### src/hdl/lrrc_pkg.sv
// Shared codes and types for the link recovery retry controller.
package lrrc_pkg;

    localparam int CFG_WIDTH    = 31;
    localparam int CFG_IDX_W    = 8;
    localparam int CFG_DATA_W   = 32;
    localparam int NOW_WIDTH    = 32;
    localparam int ERR_WIDTH    = 32;
    localparam int OUT_ATT_W    = 16;

    localparam logic [2:0] ACT_BEGIN   = 3'd0;
    localparam logic [2:0] ACT_STARTED = 3'd1;
    localparam logic [2:0] ACT_FAILED  = 3'd2;
    localparam logic [2:0] ACT_FRAME   = 3'd3;
    localparam logic [2:0] ACT_TICK    = 3'd4;
    localparam logic [2:0] ACT_SUSPEND = 3'd5;
    localparam logic [2:0] ACT_STOP    = 3'd6;

    localparam logic [2:0] CMD_NONE    = 3'd0;
    localparam logic [2:0] CMD_START   = 3'd1;
    localparam logic [2:0] CMD_READY   = 3'd2;
    localparam logic [2:0] CMD_ABORT   = 3'd3;
    localparam logic [2:0] CMD_GIVEUP  = 3'd4;

    localparam logic [2:0] ST_STREAMING = 3'd0;
    localparam logic [2:0] ST_CONNECTING = 3'd1;
    localparam logic [2:0] ST_AWAITING  = 3'd2;
    localparam logic [2:0] ST_ABORTING  = 3'd3;
    localparam logic [2:0] ST_RETRYWAIT = 3'd4;
    localparam logic [2:0] ST_FAILED    = 3'd5;
    localparam logic [2:0] ST_SUSPENDED = 3'd6;
    localparam logic [2:0] ST_STOPPED   = 3'd7;

    localparam logic [CFG_IDX_W-1:0] REG_RECOVERY_WINDOW = 8'd0;
    localparam logic [CFG_IDX_W-1:0] REG_CONNECT_TIMEOUT = 8'd1;
    localparam logic [CFG_IDX_W-1:0] REG_FRAME_TIMEOUT   = 8'd2;
    localparam logic [CFG_IDX_W-1:0] REG_RETRY_DELAY     = 8'd3;

    localparam logic [CFG_WIDTH-1:0] RST_RECOVERY_WINDOW = 31'd30000;
    localparam logic [CFG_WIDTH-1:0] RST_CONNECT_TIMEOUT = 31'd10000;
    localparam logic [CFG_WIDTH-1:0] RST_FRAME_TIMEOUT   = 31'd5000;
    localparam logic [CFG_WIDTH-1:0] RST_RETRY_DELAY     = 31'd1000;

    typedef struct packed {
        logic [CFG_WIDTH-1:0] recovery_window;
        logic [CFG_WIDTH-1:0] connect_timeout;
        logic [CFG_WIDTH-1:0] frame_timeout;
        logic [CFG_WIDTH-1:0] retry_delay;
    } lrrc_cfg_t;

endpackage

### src/hdl/link_recovery_retry_controller_core.sv
// Top level of the link recovery retry controller: registers, config port, result stage.
//
// Usage: each input beat (action, now, error_code) is one timestamped event.
// Each accepted beat produces exactly one result beat (command, machine_state,
// last_error, attempt_count) showing the state after the event.
// Channels: in_* and out_* use valid/ready; cfg_* writes register cfg_index
// with the low 31 bits of cfg_data (0 recovery window, 1 connect timeout,
// 2 frame timeout, 3 retry delay; other indexes are dropped). cfg_ready is
// always high; write only while no event is in flight.
// The result is registered and appears in the cycle after the input beat is accepted.
// Throughput: one event per cycle while the result stage is not stalled; the state update is a single pass of
// adders and wrap-safe compares between the state registers and the result
// register.
// Stall: while out_valid is high and out_ready low, the result holds and
// in_ready drops; an event is accepted in the same cycle the held result
// is taken.
// Reset: state machine goes to streaming, deadlines, error and attempt
// count clear, config registers return to 30000/10000/5000/1000, the
// result stage empties.
module link_recovery_retry_controller_core
    import lrrc_pkg::*;
#(
    parameter int TIME_WIDTH    = 32,
    parameter int ATTEMPT_WIDTH = 16
)
(
    input  logic                   clk,
    input  logic                   rst_n,
    input  logic                   cfg_valid,
    output logic                   cfg_ready,
    input  logic [CFG_IDX_W-1:0]   cfg_index,
    input  logic [CFG_DATA_W-1:0]  cfg_data,
    input  logic                   in_valid,
    output logic                   in_ready,
    input  logic [2:0]             action,
    input  logic [NOW_WIDTH-1:0]   now,
    input  logic [ERR_WIDTH-1:0]   error_code,
    output logic                   out_valid,
    input  logic                   out_ready,
    output logic [2:0]             command,
    output logic [2:0]             machine_state,
    output logic [ERR_WIDTH-1:0]   last_error,
    output logic [OUT_ATT_W-1:0]   attempt_count
);

    lrrc_cfg_t                cfg_reg;
    logic [2:0]               phase_reg;
    logic [TIME_WIDTH-1:0]    rec_dl_reg;
    logic [TIME_WIDTH-1:0]    phase_dl_reg;
    logic [TIME_WIDTH-1:0]    retry_tm_reg;
    logic [ERR_WIDTH-1:0]     err_reg;
    logic [ATTEMPT_WIDTH-1:0] att_reg;

    logic [2:0]               cmd_next;
    logic [2:0]               phase_next;
    logic [TIME_WIDTH-1:0]    rec_dl_next;
    logic [TIME_WIDTH-1:0]    phase_dl_next;
    logic [TIME_WIDTH-1:0]    retry_tm_next;
    logic [ERR_WIDTH-1:0]     err_next;
    logic [ATTEMPT_WIDTH-1:0] att_next;
    logic [47:0]              att_ext;

    logic                     out_valid_reg;
    logic [2:0]               cmd_out_reg;
    logic [2:0]               state_out_reg;
    logic [ERR_WIDTH-1:0]     err_out_reg;
    logic [OUT_ATT_W-1:0]     att_out_reg;

    logic                     in_fire;

    assign cfg_ready = 1'b1;
    assign in_ready  = ~out_valid_reg | out_ready;
    assign in_fire   = in_valid & in_ready;

    always_ff @(posedge clk or negedge rst_n)
    begin
        if (!rst_n)
        begin
            cfg_reg.recovery_window <= RST_RECOVERY_WINDOW;
            cfg_reg.connect_timeout <= RST_CONNECT_TIMEOUT;
            cfg_reg.frame_timeout   <= RST_FRAME_TIMEOUT;
            cfg_reg.retry_delay     <= RST_RETRY_DELAY;
        end
        else if (cfg_valid)
        begin
            case (cfg_index)
                REG_RECOVERY_WINDOW: cfg_reg.recovery_window <= cfg_data[CFG_WIDTH-1:0];
                REG_CONNECT_TIMEOUT: cfg_reg.connect_timeout <= cfg_data[CFG_WIDTH-1:0];
                REG_FRAME_TIMEOUT:   cfg_reg.frame_timeout   <= cfg_data[CFG_WIDTH-1:0];
                REG_RETRY_DELAY:     cfg_reg.retry_delay     <= cfg_data[CFG_WIDTH-1:0];
                default:             cfg_reg <= cfg_reg;
            endcase
        end
    end

    lrrc_step #(
        .TIME_WIDTH    (TIME_WIDTH),
        .ATTEMPT_WIDTH (ATTEMPT_WIDTH)
    ) u_step (
        .cfg           (cfg_reg),
        .action        (action),
        .now           (now),
        .error_code    (error_code),
        .phase         (phase_reg),
        .rec_dl        (rec_dl_reg),
        .phase_dl      (phase_dl_reg),
        .retry_tm      (retry_tm_reg),
        .err           (err_reg),
        .att           (att_reg),
        .command       (cmd_next),
        .phase_next    (phase_next),
        .rec_dl_next   (rec_dl_next),
        .phase_dl_next (phase_dl_next),
        .retry_tm_next (retry_tm_next),
        .err_next      (err_next),
        .att_next      (att_next)
    );

    always_ff @(posedge clk or negedge rst_n)
    begin
        if (!rst_n)
        begin
            phase_reg    <= ST_STREAMING;
            rec_dl_reg   <= '0;
            phase_dl_reg <= '0;
            retry_tm_reg <= '0;
            err_reg      <= '0;
            att_reg      <= '0;
        end
        else if (in_fire)
        begin
            phase_reg    <= phase_next;
            rec_dl_reg   <= rec_dl_next;
            phase_dl_reg <= phase_dl_next;
            retry_tm_reg <= retry_tm_next;
            err_reg      <= err_next;
            att_reg      <= att_next;
        end
    end

    assign att_ext = 48'(att_next);

    // result beat
    always_ff @(posedge clk or negedge rst_n)
    begin
        if (!rst_n)
        begin
            out_valid_reg <= 1'b0;
        end
        else if (in_fire)
        begin
            out_valid_reg <= 1'b1;
        end
        else if (out_ready)
        begin
            out_valid_reg <= 1'b0;
        end
    end

    always_ff @(posedge clk)
    begin
        if (in_fire)
        begin
            cmd_out_reg   <= cmd_next;
            state_out_reg <= phase_next;
            err_out_reg   <= err_next;
            att_out_reg   <= att_ext[OUT_ATT_W-1:0];
        end
    end

    assign out_valid     = out_valid_reg;
    assign command       = cmd_out_reg;
    assign machine_state = state_out_reg;
    assign last_error    = err_out_reg;
    assign attempt_count = att_out_reg;

endmodule

### src/hdl/lrrc_step.sv
// Per-event next-state and command logic of the recovery state machine.
module lrrc_step
    import lrrc_pkg::*;
#(
    parameter int TIME_WIDTH    = 32,
    parameter int ATTEMPT_WIDTH = 16
)
(
    input  lrrc_cfg_t                cfg,
    input  logic [2:0]               action,
    input  logic [NOW_WIDTH-1:0]     now,
    input  logic [ERR_WIDTH-1:0]     error_code,
    input  logic [2:0]               phase,
    input  logic [TIME_WIDTH-1:0]    rec_dl,
    input  logic [TIME_WIDTH-1:0]    phase_dl,
    input  logic [TIME_WIDTH-1:0]    retry_tm,
    input  logic [ERR_WIDTH-1:0]     err,
    input  logic [ATTEMPT_WIDTH-1:0] att,
    output logic [2:0]               command,
    output logic [2:0]               phase_next,
    output logic [TIME_WIDTH-1:0]    rec_dl_next,
    output logic [TIME_WIDTH-1:0]    phase_dl_next,
    output logic [TIME_WIDTH-1:0]    retry_tm_next,
    output logic [ERR_WIDTH-1:0]     err_next,
    output logic [ATTEMPT_WIDTH-1:0] att_next
);

    logic [63:0]               now_ext;
    logic [TIME_WIDTH-1:0]     now_t;
    logic [TIME_WIDTH-1:0]     win_t;
    logic [TIME_WIDTH-1:0]     conn_t;
    logic [TIME_WIDTH-1:0]     frame_t;
    logic [TIME_WIDTH-1:0]     retry_t;
    logic [TIME_WIDTH-1:0]     neg_win;
    logic [TIME_WIDTH-1:0]     diff_rec;
    logic [TIME_WIDTH-1:0]     diff_phase;
    logic [TIME_WIDTH-1:0]     diff_retry;
    logic                      rec_hit;
    logic                      phase_hit;
    logic                      retry_hit;
    logic                      begin_hit;
    logic [ATTEMPT_WIDTH-1:0]  att_inc;

    assign now_ext = 64'(now);
    assign now_t   = now_ext[TIME_WIDTH-1:0];

    // window values widened (or cut) to the time width
    always_comb
    begin
        logic [63:0] w;
        logic [63:0] c;
        logic [63:0] f;
        logic [63:0] r;
        w = 64'(cfg.recovery_window);
        c = 64'(cfg.connect_timeout);
        f = 64'(cfg.frame_timeout);
        r = 64'(cfg.retry_delay);
        win_t   = w[TIME_WIDTH-1:0];
        conn_t  = c[TIME_WIDTH-1:0];
        frame_t = f[TIME_WIDTH-1:0];
        retry_t = r[TIME_WIDTH-1:0];
    end

    // wrap-safe deadline checks: reached when now - deadline is non-negative
    assign neg_win    = TIME_WIDTH'(0) - win_t;
    assign diff_rec   = now_t - rec_dl;
    assign diff_phase = now_t - phase_dl;
    assign diff_retry = now_t - retry_tm;
    assign begin_hit  = ~neg_win[TIME_WIDTH-1];
    assign rec_hit    = ~diff_rec[TIME_WIDTH-1];
    assign phase_hit  = ~diff_phase[TIME_WIDTH-1];
    assign retry_hit  = ~diff_retry[TIME_WIDTH-1];

    assign att_inc = (&att) ? att : att + ATTEMPT_WIDTH'(1);

    always_comb
    begin
        command       = CMD_NONE;
        phase_next    = phase;
        rec_dl_next   = rec_dl;
        phase_dl_next = phase_dl;
        retry_tm_next = retry_tm;
        err_next      = err;
        att_next      = att;
        case (action)
            ACT_BEGIN:
            begin
                if (phase == ST_STOPPED)
                begin
                    command = CMD_GIVEUP;
                end
                else
                begin
                    rec_dl_next = now_t + win_t;
                    err_next    = error_code;
                    if (begin_hit)
                    begin
                        phase_next = ST_FAILED;
                        att_next   = '0;
                        command    = CMD_GIVEUP;
                    end
                    else
                    begin
                        phase_next    = ST_CONNECTING;
                        phase_dl_next = now_t + conn_t;
                        att_next      = ATTEMPT_WIDTH'(1);
                        command       = CMD_START;
                    end
                end
            end
            ACT_STARTED:
            begin
                if (phase == ST_CONNECTING)
                begin
                    phase_next    = ST_AWAITING;
                    phase_dl_next = now_t + frame_t;
                end
            end
            ACT_FAILED:
            begin
                if (phase == ST_CONNECTING || phase == ST_AWAITING || phase == ST_ABORTING)
                begin
                    err_next = error_code;
                    if (rec_hit)
                    begin
                        phase_next = ST_FAILED;
                        command    = CMD_GIVEUP;
                    end
                    else
                    begin
                        phase_next    = ST_RETRYWAIT;
                        retry_tm_next = now_t + retry_t;
                    end
                end
            end
            ACT_FRAME:
            begin
                if (phase == ST_AWAITING)
                begin
                    phase_next    = ST_STREAMING;
                    rec_dl_next   = '0;
                    phase_dl_next = '0;
                    retry_tm_next = '0;
                    err_next      = '0;
                    att_next      = '0;
                    command       = CMD_READY;
                end
            end
            ACT_TICK:
            begin
                if (phase == ST_RETRYWAIT)
                begin
                    if (rec_hit)
                    begin
                        phase_next = ST_FAILED;
                        command    = CMD_GIVEUP;
                    end
                    else if (retry_hit)
                    begin
                        phase_next    = ST_CONNECTING;
                        phase_dl_next = now_t + conn_t;
                        att_next      = att_inc;
                        command       = CMD_START;
                    end
                end
                else if (phase == ST_CONNECTING || phase == ST_AWAITING)
                begin
                    if (phase_hit || rec_hit)
                    begin
                        phase_next = ST_ABORTING;
                        command    = CMD_ABORT;
                    end
                end
            end
            ACT_SUSPEND:
            begin
                if (phase != ST_STOPPED)
                begin
                    phase_next = ST_SUSPENDED;
                end
            end
            ACT_STOP:
            begin
                phase_next = ST_STOPPED;
            end
            default:
            begin
                command = CMD_NONE;
            end
        endcase
    end

endmodule
### config.mk
export PLATFORM = sky130hd
export DESIGN_NAME = link_recovery_retry_controller_core
export DESIGN_NICKNAME = d
export VERILOG_FILES = /design/src/hdl/lrrc_pkg.sv /design/src/hdl/link_recovery_retry_controller_core.sv /design/src/hdl/lrrc_step.sv
export SDC_FILE = /design/constraint.sdc
export NUM_CORES = 1
export LEC_CHECK = 0
export ABC_AREA = 1
export BUFFER_PORTS_ARGS = -buffer_cell sky130_fd_sc_hd__buf_4
export CORE_AREA = 10 10 236 238
export CTS_BUF_LIST = sky130_fd_sc_hd__clkbuf_8
export DETAILED_ROUTE_END_ITERATION = 8
export DIE_AREA = 0 0 246 248
export PLACE_DENSITY = 0.74
export SYNTH_ARGS = -nofsm -noshare
export SYNTH_HDL_FRONTEND = slang
export SYNTH_HIERARCHICAL = 1
export SYNTH_SLANG_ARGS = --single-unit
export TNS_END_PERCENT = 100
### constraint.sdc
create_clock -name clk -period 7.2 [get_ports clk]
set_input_delay 0 -clock clk [delete_from_list [all_inputs] [get_ports clk]]
set_output_delay 0 -clock clk [all_outputs]
set_load 0.01 [all_outputs]
## Word level (Yosys, flattened, before mapping)

Index checks and enable logic that the tools add are counted.

| storage, ports and cells | value |
|---|---|
| register bits after elaboration | 326 |
| output and inout bits | 57 |
| logic and storage cells | 121 |

| cells by class | value |
|---|---|
| add/sub/neg operators | 9 |
| equal/unequal tests | 24 |
| muxes and demuxes | 51 |
| bitwise gates (word level) | 5 |
| reductions and logical operators | 17 |

Operator list:

| cell | number |
|---|---|
| 32-bit 2-to-1 mux | 13 |
| 32-bit by 31-bit adder with 32-bit output | 4 |
| 32-bit one-hot mux with 2 select lines | 2 |
| 32-bit one-hot mux with 4 select lines | 1 |
| 16-bit 2-to-1 mux | 6 |
| 32-bit one-hot mux with 3 select lines | 1 |
| 32-bit subtractor | 3 |
| 3-bit 2-to-1 mux | 18 |
| 16-bit one-hot mux with 3 select lines | 1 |
| 1-bit by 31-bit subtractor with 32-bit output, first input constant | 1 |
| 3-bit one-hot mux with 7 select lines | 1 |
| 16-bit by 1-bit adder with 16-bit output, second input constant | 1 |
| 8-bit by 2-bit == test with 1-bit output, second input constant | 2 |
| 16-bit AND reduction | 1 |
| 3-bit == test, second input constant | 5 |
| 2-bit by 1-bit inequality test with 1-bit output, second input constant | 7 |
| 3-bit by 2-bit == test with 1-bit output, second input constant | 4 |
| 3-bit one-hot mux with 4 select lines | 1 |
| 9-bit AND reduction | 1 |
| 8-bit by 1-bit == test with 1-bit output, second input constant | 1 |
| 8-bit logical NOT | 1 |
| 2-bit AND reduction | 4 |
| 3-bit by 1-bit == test with 1-bit output, second input constant | 2 |
| 2-bit nonzero test | 3 |
| 12 further kinds | 22 |

## Depth between registers and ports, before layout

| depth | value |
|---|---|
| depth after elaboration | 7 |
| mapped depth | 24 |
| gate-level depth less buffers | 23 |

## By module

The synthesis kept the hierarchy.

Modules (own cells, without submodules):

| module | times used | cells an instance | area each (µm²) |
|---|---|---|---|
| lrrc_step | 1 | 2347 | 12719.7 |
| link_recovery_retry_controller_core | 1 | 1237 | 12468.2 |

## Worst setup path after synthesis

No wires, ideal clock.

| timing | value |
|---|---|
| path type | register to register |
| start point | register cfg_reg[93] (netlist name) |
| end point | register rec_dl_reg[26] |
| library setup time | 0.121 ns |
| arrival time | 2.240 ns |
| data required time | 7.079 ns |
| path slack | 4.839 ns |
| cell stages (with the launch flop) | 14 |
| buffers on the path | 0 |
| clock period less this slack | 2.361 ns |
| cell sequence | dfrtp_1 -> ha_1 -> fa_1 -> nand3_1 -> nand2_1 -> a21oi_1 -> nand3b_1 -> nand3_1 -> a21o_1 -> or2_2 -> nand3_1 -> o21ai_0 -> nand2_1 -> nand2_1 |

| between the ends | value |
|---|---|
| longest elaborated chain between the ends | 3 |

RTL lines:

| what | line | RTL |
|---|---|---|
| start: declaration | link_recovery_retry_controller_core.sv:46 | `lrrc_cfg_t cfg_reg;` |
| start signal: assignment | link_recovery_retry_controller_core.sv:91 | `default: cfg_reg <= cfg_reg;` |
| 32-bit by 31-bit adder with 32-bit output | lrrc_step.sv:94 | `rec_dl_next = now_t + win_t;` |
| 32-bit 2-to-1 mux | lrrc_step.sv:88 | `if (phase == ST_STOPPED)` |
| 32-bit one-hot mux with 2 select lines | lrrc_step.sv:85 | `case (action)` |
| via rec_dl_next[26] | link_recovery_retry_controller_core.sv:56 | `logic [TIME_WIDTH-1:0] rec_dl_next;` |
| end signal: assignment | link_recovery_retry_controller_core.sv:133 | `rec_dl_reg <= rec_dl_next;` |
| end: declaration | link_recovery_retry_controller_core.sv:48 | `logic [TIME_WIDTH-1:0] rec_dl_reg;` |

The timed path passes the listed nets, and every way through them passes these cells. The select of a mux whose other input is x is not followed.
A chain may end at the register's enable or synchronous reset.

## Final worst setup path

| timing | value |
|---|---|
| start point | register retry_tm_reg[28] |
| end point | register phase_dl_reg[25] |

| between the ends | value |
|---|---|
| longest elaborated chain between the ends | 3 |

RTL lines:

| what | line | RTL |
|---|---|---|
| start: declaration | link_recovery_retry_controller_core.sv:50 | `logic [TIME_WIDTH-1:0] retry_tm_reg;` |
| start signal: assignment | link_recovery_retry_controller_core.sv:135 | `retry_tm_reg <= retry_tm_next;` |
| 32-bit subtractor | lrrc_step.sv:68 | `assign diff_retry = now_t - retry_tm;` |
| 2-bit inequality test (no source line) | n/a |  |
| 9-bit AND reduction (no source line) | n/a |  |
| end signal: assignment | link_recovery_retry_controller_core.sv:134 | `phase_dl_reg <= phase_dl_next;` |
| end: declaration | link_recovery_retry_controller_core.sv:49 | `logic [TIME_WIDTH-1:0] phase_dl_reg;` |

Every way passes these cells.

==> impl_metrics.env <==
export IMPL_fmax_ghz=0.244
export IMPL_path_max_fanout=15
export IMPL_yosysMostFrequentCell="nand2_1"
export IMPL_cts_made_buffers=58
export IMPL_cp_top_family="simple AND/OR/NAND/NOR gates"
export IMPL_grt_overflow=0
export IMPL_p_leak_nw=15.0
export IMPL_track_usage=0.286
export IMPL_cts_htree_levels=2
export IMPL_synth_top_cell_area_share=0.247
export IMPL_syn_inst=3584
export IMPL_cts_tree="built"
export IMPL_startpoint="retry_tm_reg[28]"
export IMPL_antenna_found_initial=0
export IMPL_hold_viol=0
export IMPL_worst_slew_pin_slew_ns=1.14
export IMPL_routed_wl_um=89000
export IMPL_dp_hpwl_um=63800
export IMPL_status="finished clean"
export IMPL_cp_slowest_cell="nor2_2"
export IMPL_synth_seq_area_share=0.336
export IMPL_yosys_top_cells_area="dfrtp_1 (25%), nand2_1 (19%), ha_1 (11%)"
export IMPL_r2r_start="retry_tm_reg[28]"
export IMPL_die_x_um=246
export IMPL_netlist_top_cells_count="nand2_1 (1274), inv_1 (293), a21oi_1 (261)"
export IMPL_fin_nets=4154
export IMPL_crit_buf_inv=1
export IMPL_endpoint="phase_dl_reg[25]"
export IMPL_p_int_w=0.00400
export IMPL_wl_per_cell_um=19.6
export IMPL_worstSetupPathType="reg -> reg"
export IMPL_rrSetupSlack_ns=3.10
export IMPL_antenna_cells=0
export IMPL_path_cells="inv_1, ha_1, a21oi_1, nor2_1, nor2_1, nand2_1, a21oi_1, nand2_1, nand2_1, nand2_1, nor2_2, nand2_1, nand2_2, nand3_2, nand2_1, nand3_1, nand2_1, nand2_1"
export IMPL_cts_sinks=326
export IMPL_design_core_area_um2=51000
export IMPL_gp_congestion=0.995
export IMPL_post_cts_buffers=0
export IMPL_p_sw_frac=0.360
export IMPL_drc=0
export IMPL_yosysUniqueCellTypes=61
export IMPL_seqPwrFrac=0.370
export IMPL_relSlewSlack=0.240
export IMPL_avgSynthCellArea_um2=7.03
export IMPL_dieArea_um2=61000
export IMPL_critPathLaunchType="register"
export IMPL_rr_worst_depth=18
export IMPL_fin_cells=4552
export IMPL_yosysTopAreaCell="dfrtp_1"
export IMPL_cts_hold_buf=99
export IMPL_p_clk_frac=0.326
export IMPL_cp_end_kind="register"
export IMPL_cts_resized=0
export IMPL_ir_drop_mv=0.240
export IMPL_synth_edff_count=54
export IMPL_post_drt_via_cell_ratio=5.55
export IMPL_timing_rr_end="phase_dl_reg[25]"
export IMPL_yosys_warnings=6
export IMPL_rsz0062_at_grt="false"
export IMPL_cp_required_ns=7.72
export IMPL_drive_gt1_frac=0.100
export IMPL_setup_violations=0
export IMPL_area_growth_pct=15.5
export IMPL_path_depth=18
export IMPL_cpPeakStageDelay_ns=0.53
export IMPL_cellPowerDensity_nw_per_um2=215
export IMPL_crit_path_frequent_cell="nand2_1"
export IMPL_grt_pass1_wl_um=137000
export IMPL_io_buffers=166
export IMPL_fin_tns_setup_ns=0
export IMPL_largest_reg_flops=124
export IMPL_arrival_ns=4.62
export IMPL_synthFlopType="dfrtp_1"
export IMPL_hold_path_class="in -> async"
export IMPL_dp_cells=4344
export IMPL_io_pins=169
export IMPL_vias=25300
export IMPL_ant_nets=0
export IMPL_drtIter0Drc=2263
export IMPL_ys_ff_latch=326
export IMPL_clock_latency_ns=0.68
export IMPL_grt_max_degree=133
export IMPL_min_period_over_period=0.569
export IMPL_syn_area_um2=25200
export IMPL_grt_pass1_vias=24100
export IMPL_maxCapViolCount=0
export IMPL_dr_pass1_iters=5
export IMPL_initial_utilization=0.494
export IMPL_fin_skew_ns=0.0416
export IMPL_final_max_slew_violation_count=0
export IMPL_p_sw_w=0.00225
export IMPL_clkTransAtPathRegs_ns=0.07
export IMPL_syn_nets=3915
export IMPL_power_frac_comb=0.304
export IMPL_cts_buffer_depth=3
export IMPL_rows=83
export IMPL_root_buffer="clkbuf_8"
export IMPL_ys_async_sr_fraction=0.834
export IMPL_period_needed_ns=4.10
export IMPL_fp_dieH_um=248
## layout by cell type, fill, tap and decap left out, drive strengths merged, types with 2 or more instances in the layout
cell type	n
o21a	14
o21ai	281
o22ai	25
bufinv	9
buf	186
o21bai	13
a21o	22
o211ai	10
a21boi	7
nand3	249
nand4	23
nand2	1283
nor2	259
xnor2	24
xor2	39
clkinv	19
fa	4
a22oi	3
nor3	28
and3	2
nor4	19
and2	4
nand3b	4
a31oi	12
o2111ai	3
inv	331
dfstp	23
a21oi	264
a211oi	7
dlygate4sd3	98
dfrtp	249
or2	11
edfxtp	54
ha	215
clkbuf	69
## layout make-up
type                       instances  area, um^2
timing repair buffer             284        2400
sequential                       326        8460
multi-input combinational       2833       14800
inverter                         320        1210
tap                              680         851
clock inverter                    40         418
fill                            4856       21900
clock buffer                      69         950
## routing by layer
metal / track usage / wire [um]
met5: 0 / 0
met3: 0.0479 / 7130
met2: 0.469 / 40900
met1: 0.373 / 37700
met4: 0.109 / 3380
## how the worst min path moves through the flow
stage	to	from	slack [ns]	cells past startpoint
after detailed placement	att_reg[8]	rst_n	0.16	1
after global routing	att_reg[3]	rst_n	0.06	2
after global placement	att_reg[11]	rst_n	0.17	1
after CTS	cfg_reg[106]	cfg_index[0]	0.02	5
after floorplan	att_reg[0]	rst_n	-0.30	0
final	att_reg[3]	rst_n	0.003	2
## through the flow
step	worst slack, ns	instance area (um^2)	utilization	hold WS (ns)	total power, W
floorplan	4.84	25200	-	-0.296	0.00353
global placement	3.28	26700	0.524	0.173	0.00410
detailed placement	3.20	26700	0.524	0.162	0.00414
CTS	3.15	29100	0.571	0.0237	0.00626
global route	2.91	29100	0.571	0.0580	0.00664
finish	3.10	29100	0.571	0.00272	0.00625
## cell families after synthesis
group,synth area share
buffers and inverters,0.0768
xor gates and xnor gates,0.0219
AOI/OAI and AO/OA,0.144
and+or+nand+nor,0.312
adders and majority gates,0.110
DFF,0.336
other,0.000149
## power by group through the flow
stage	combinational, W	sequential [W]	clock, W
floorplan	0.00121	0.00231	0
global placement	0.00177	0.00233	0
detailed placement	0.00181	0.00234	0
CTS	0.00187	0.00231	0.00208
global route	0.00213	0.00234	0.00216
finish	0.00190	0.00231	0.00204
(Power assumes the default switching activity.)
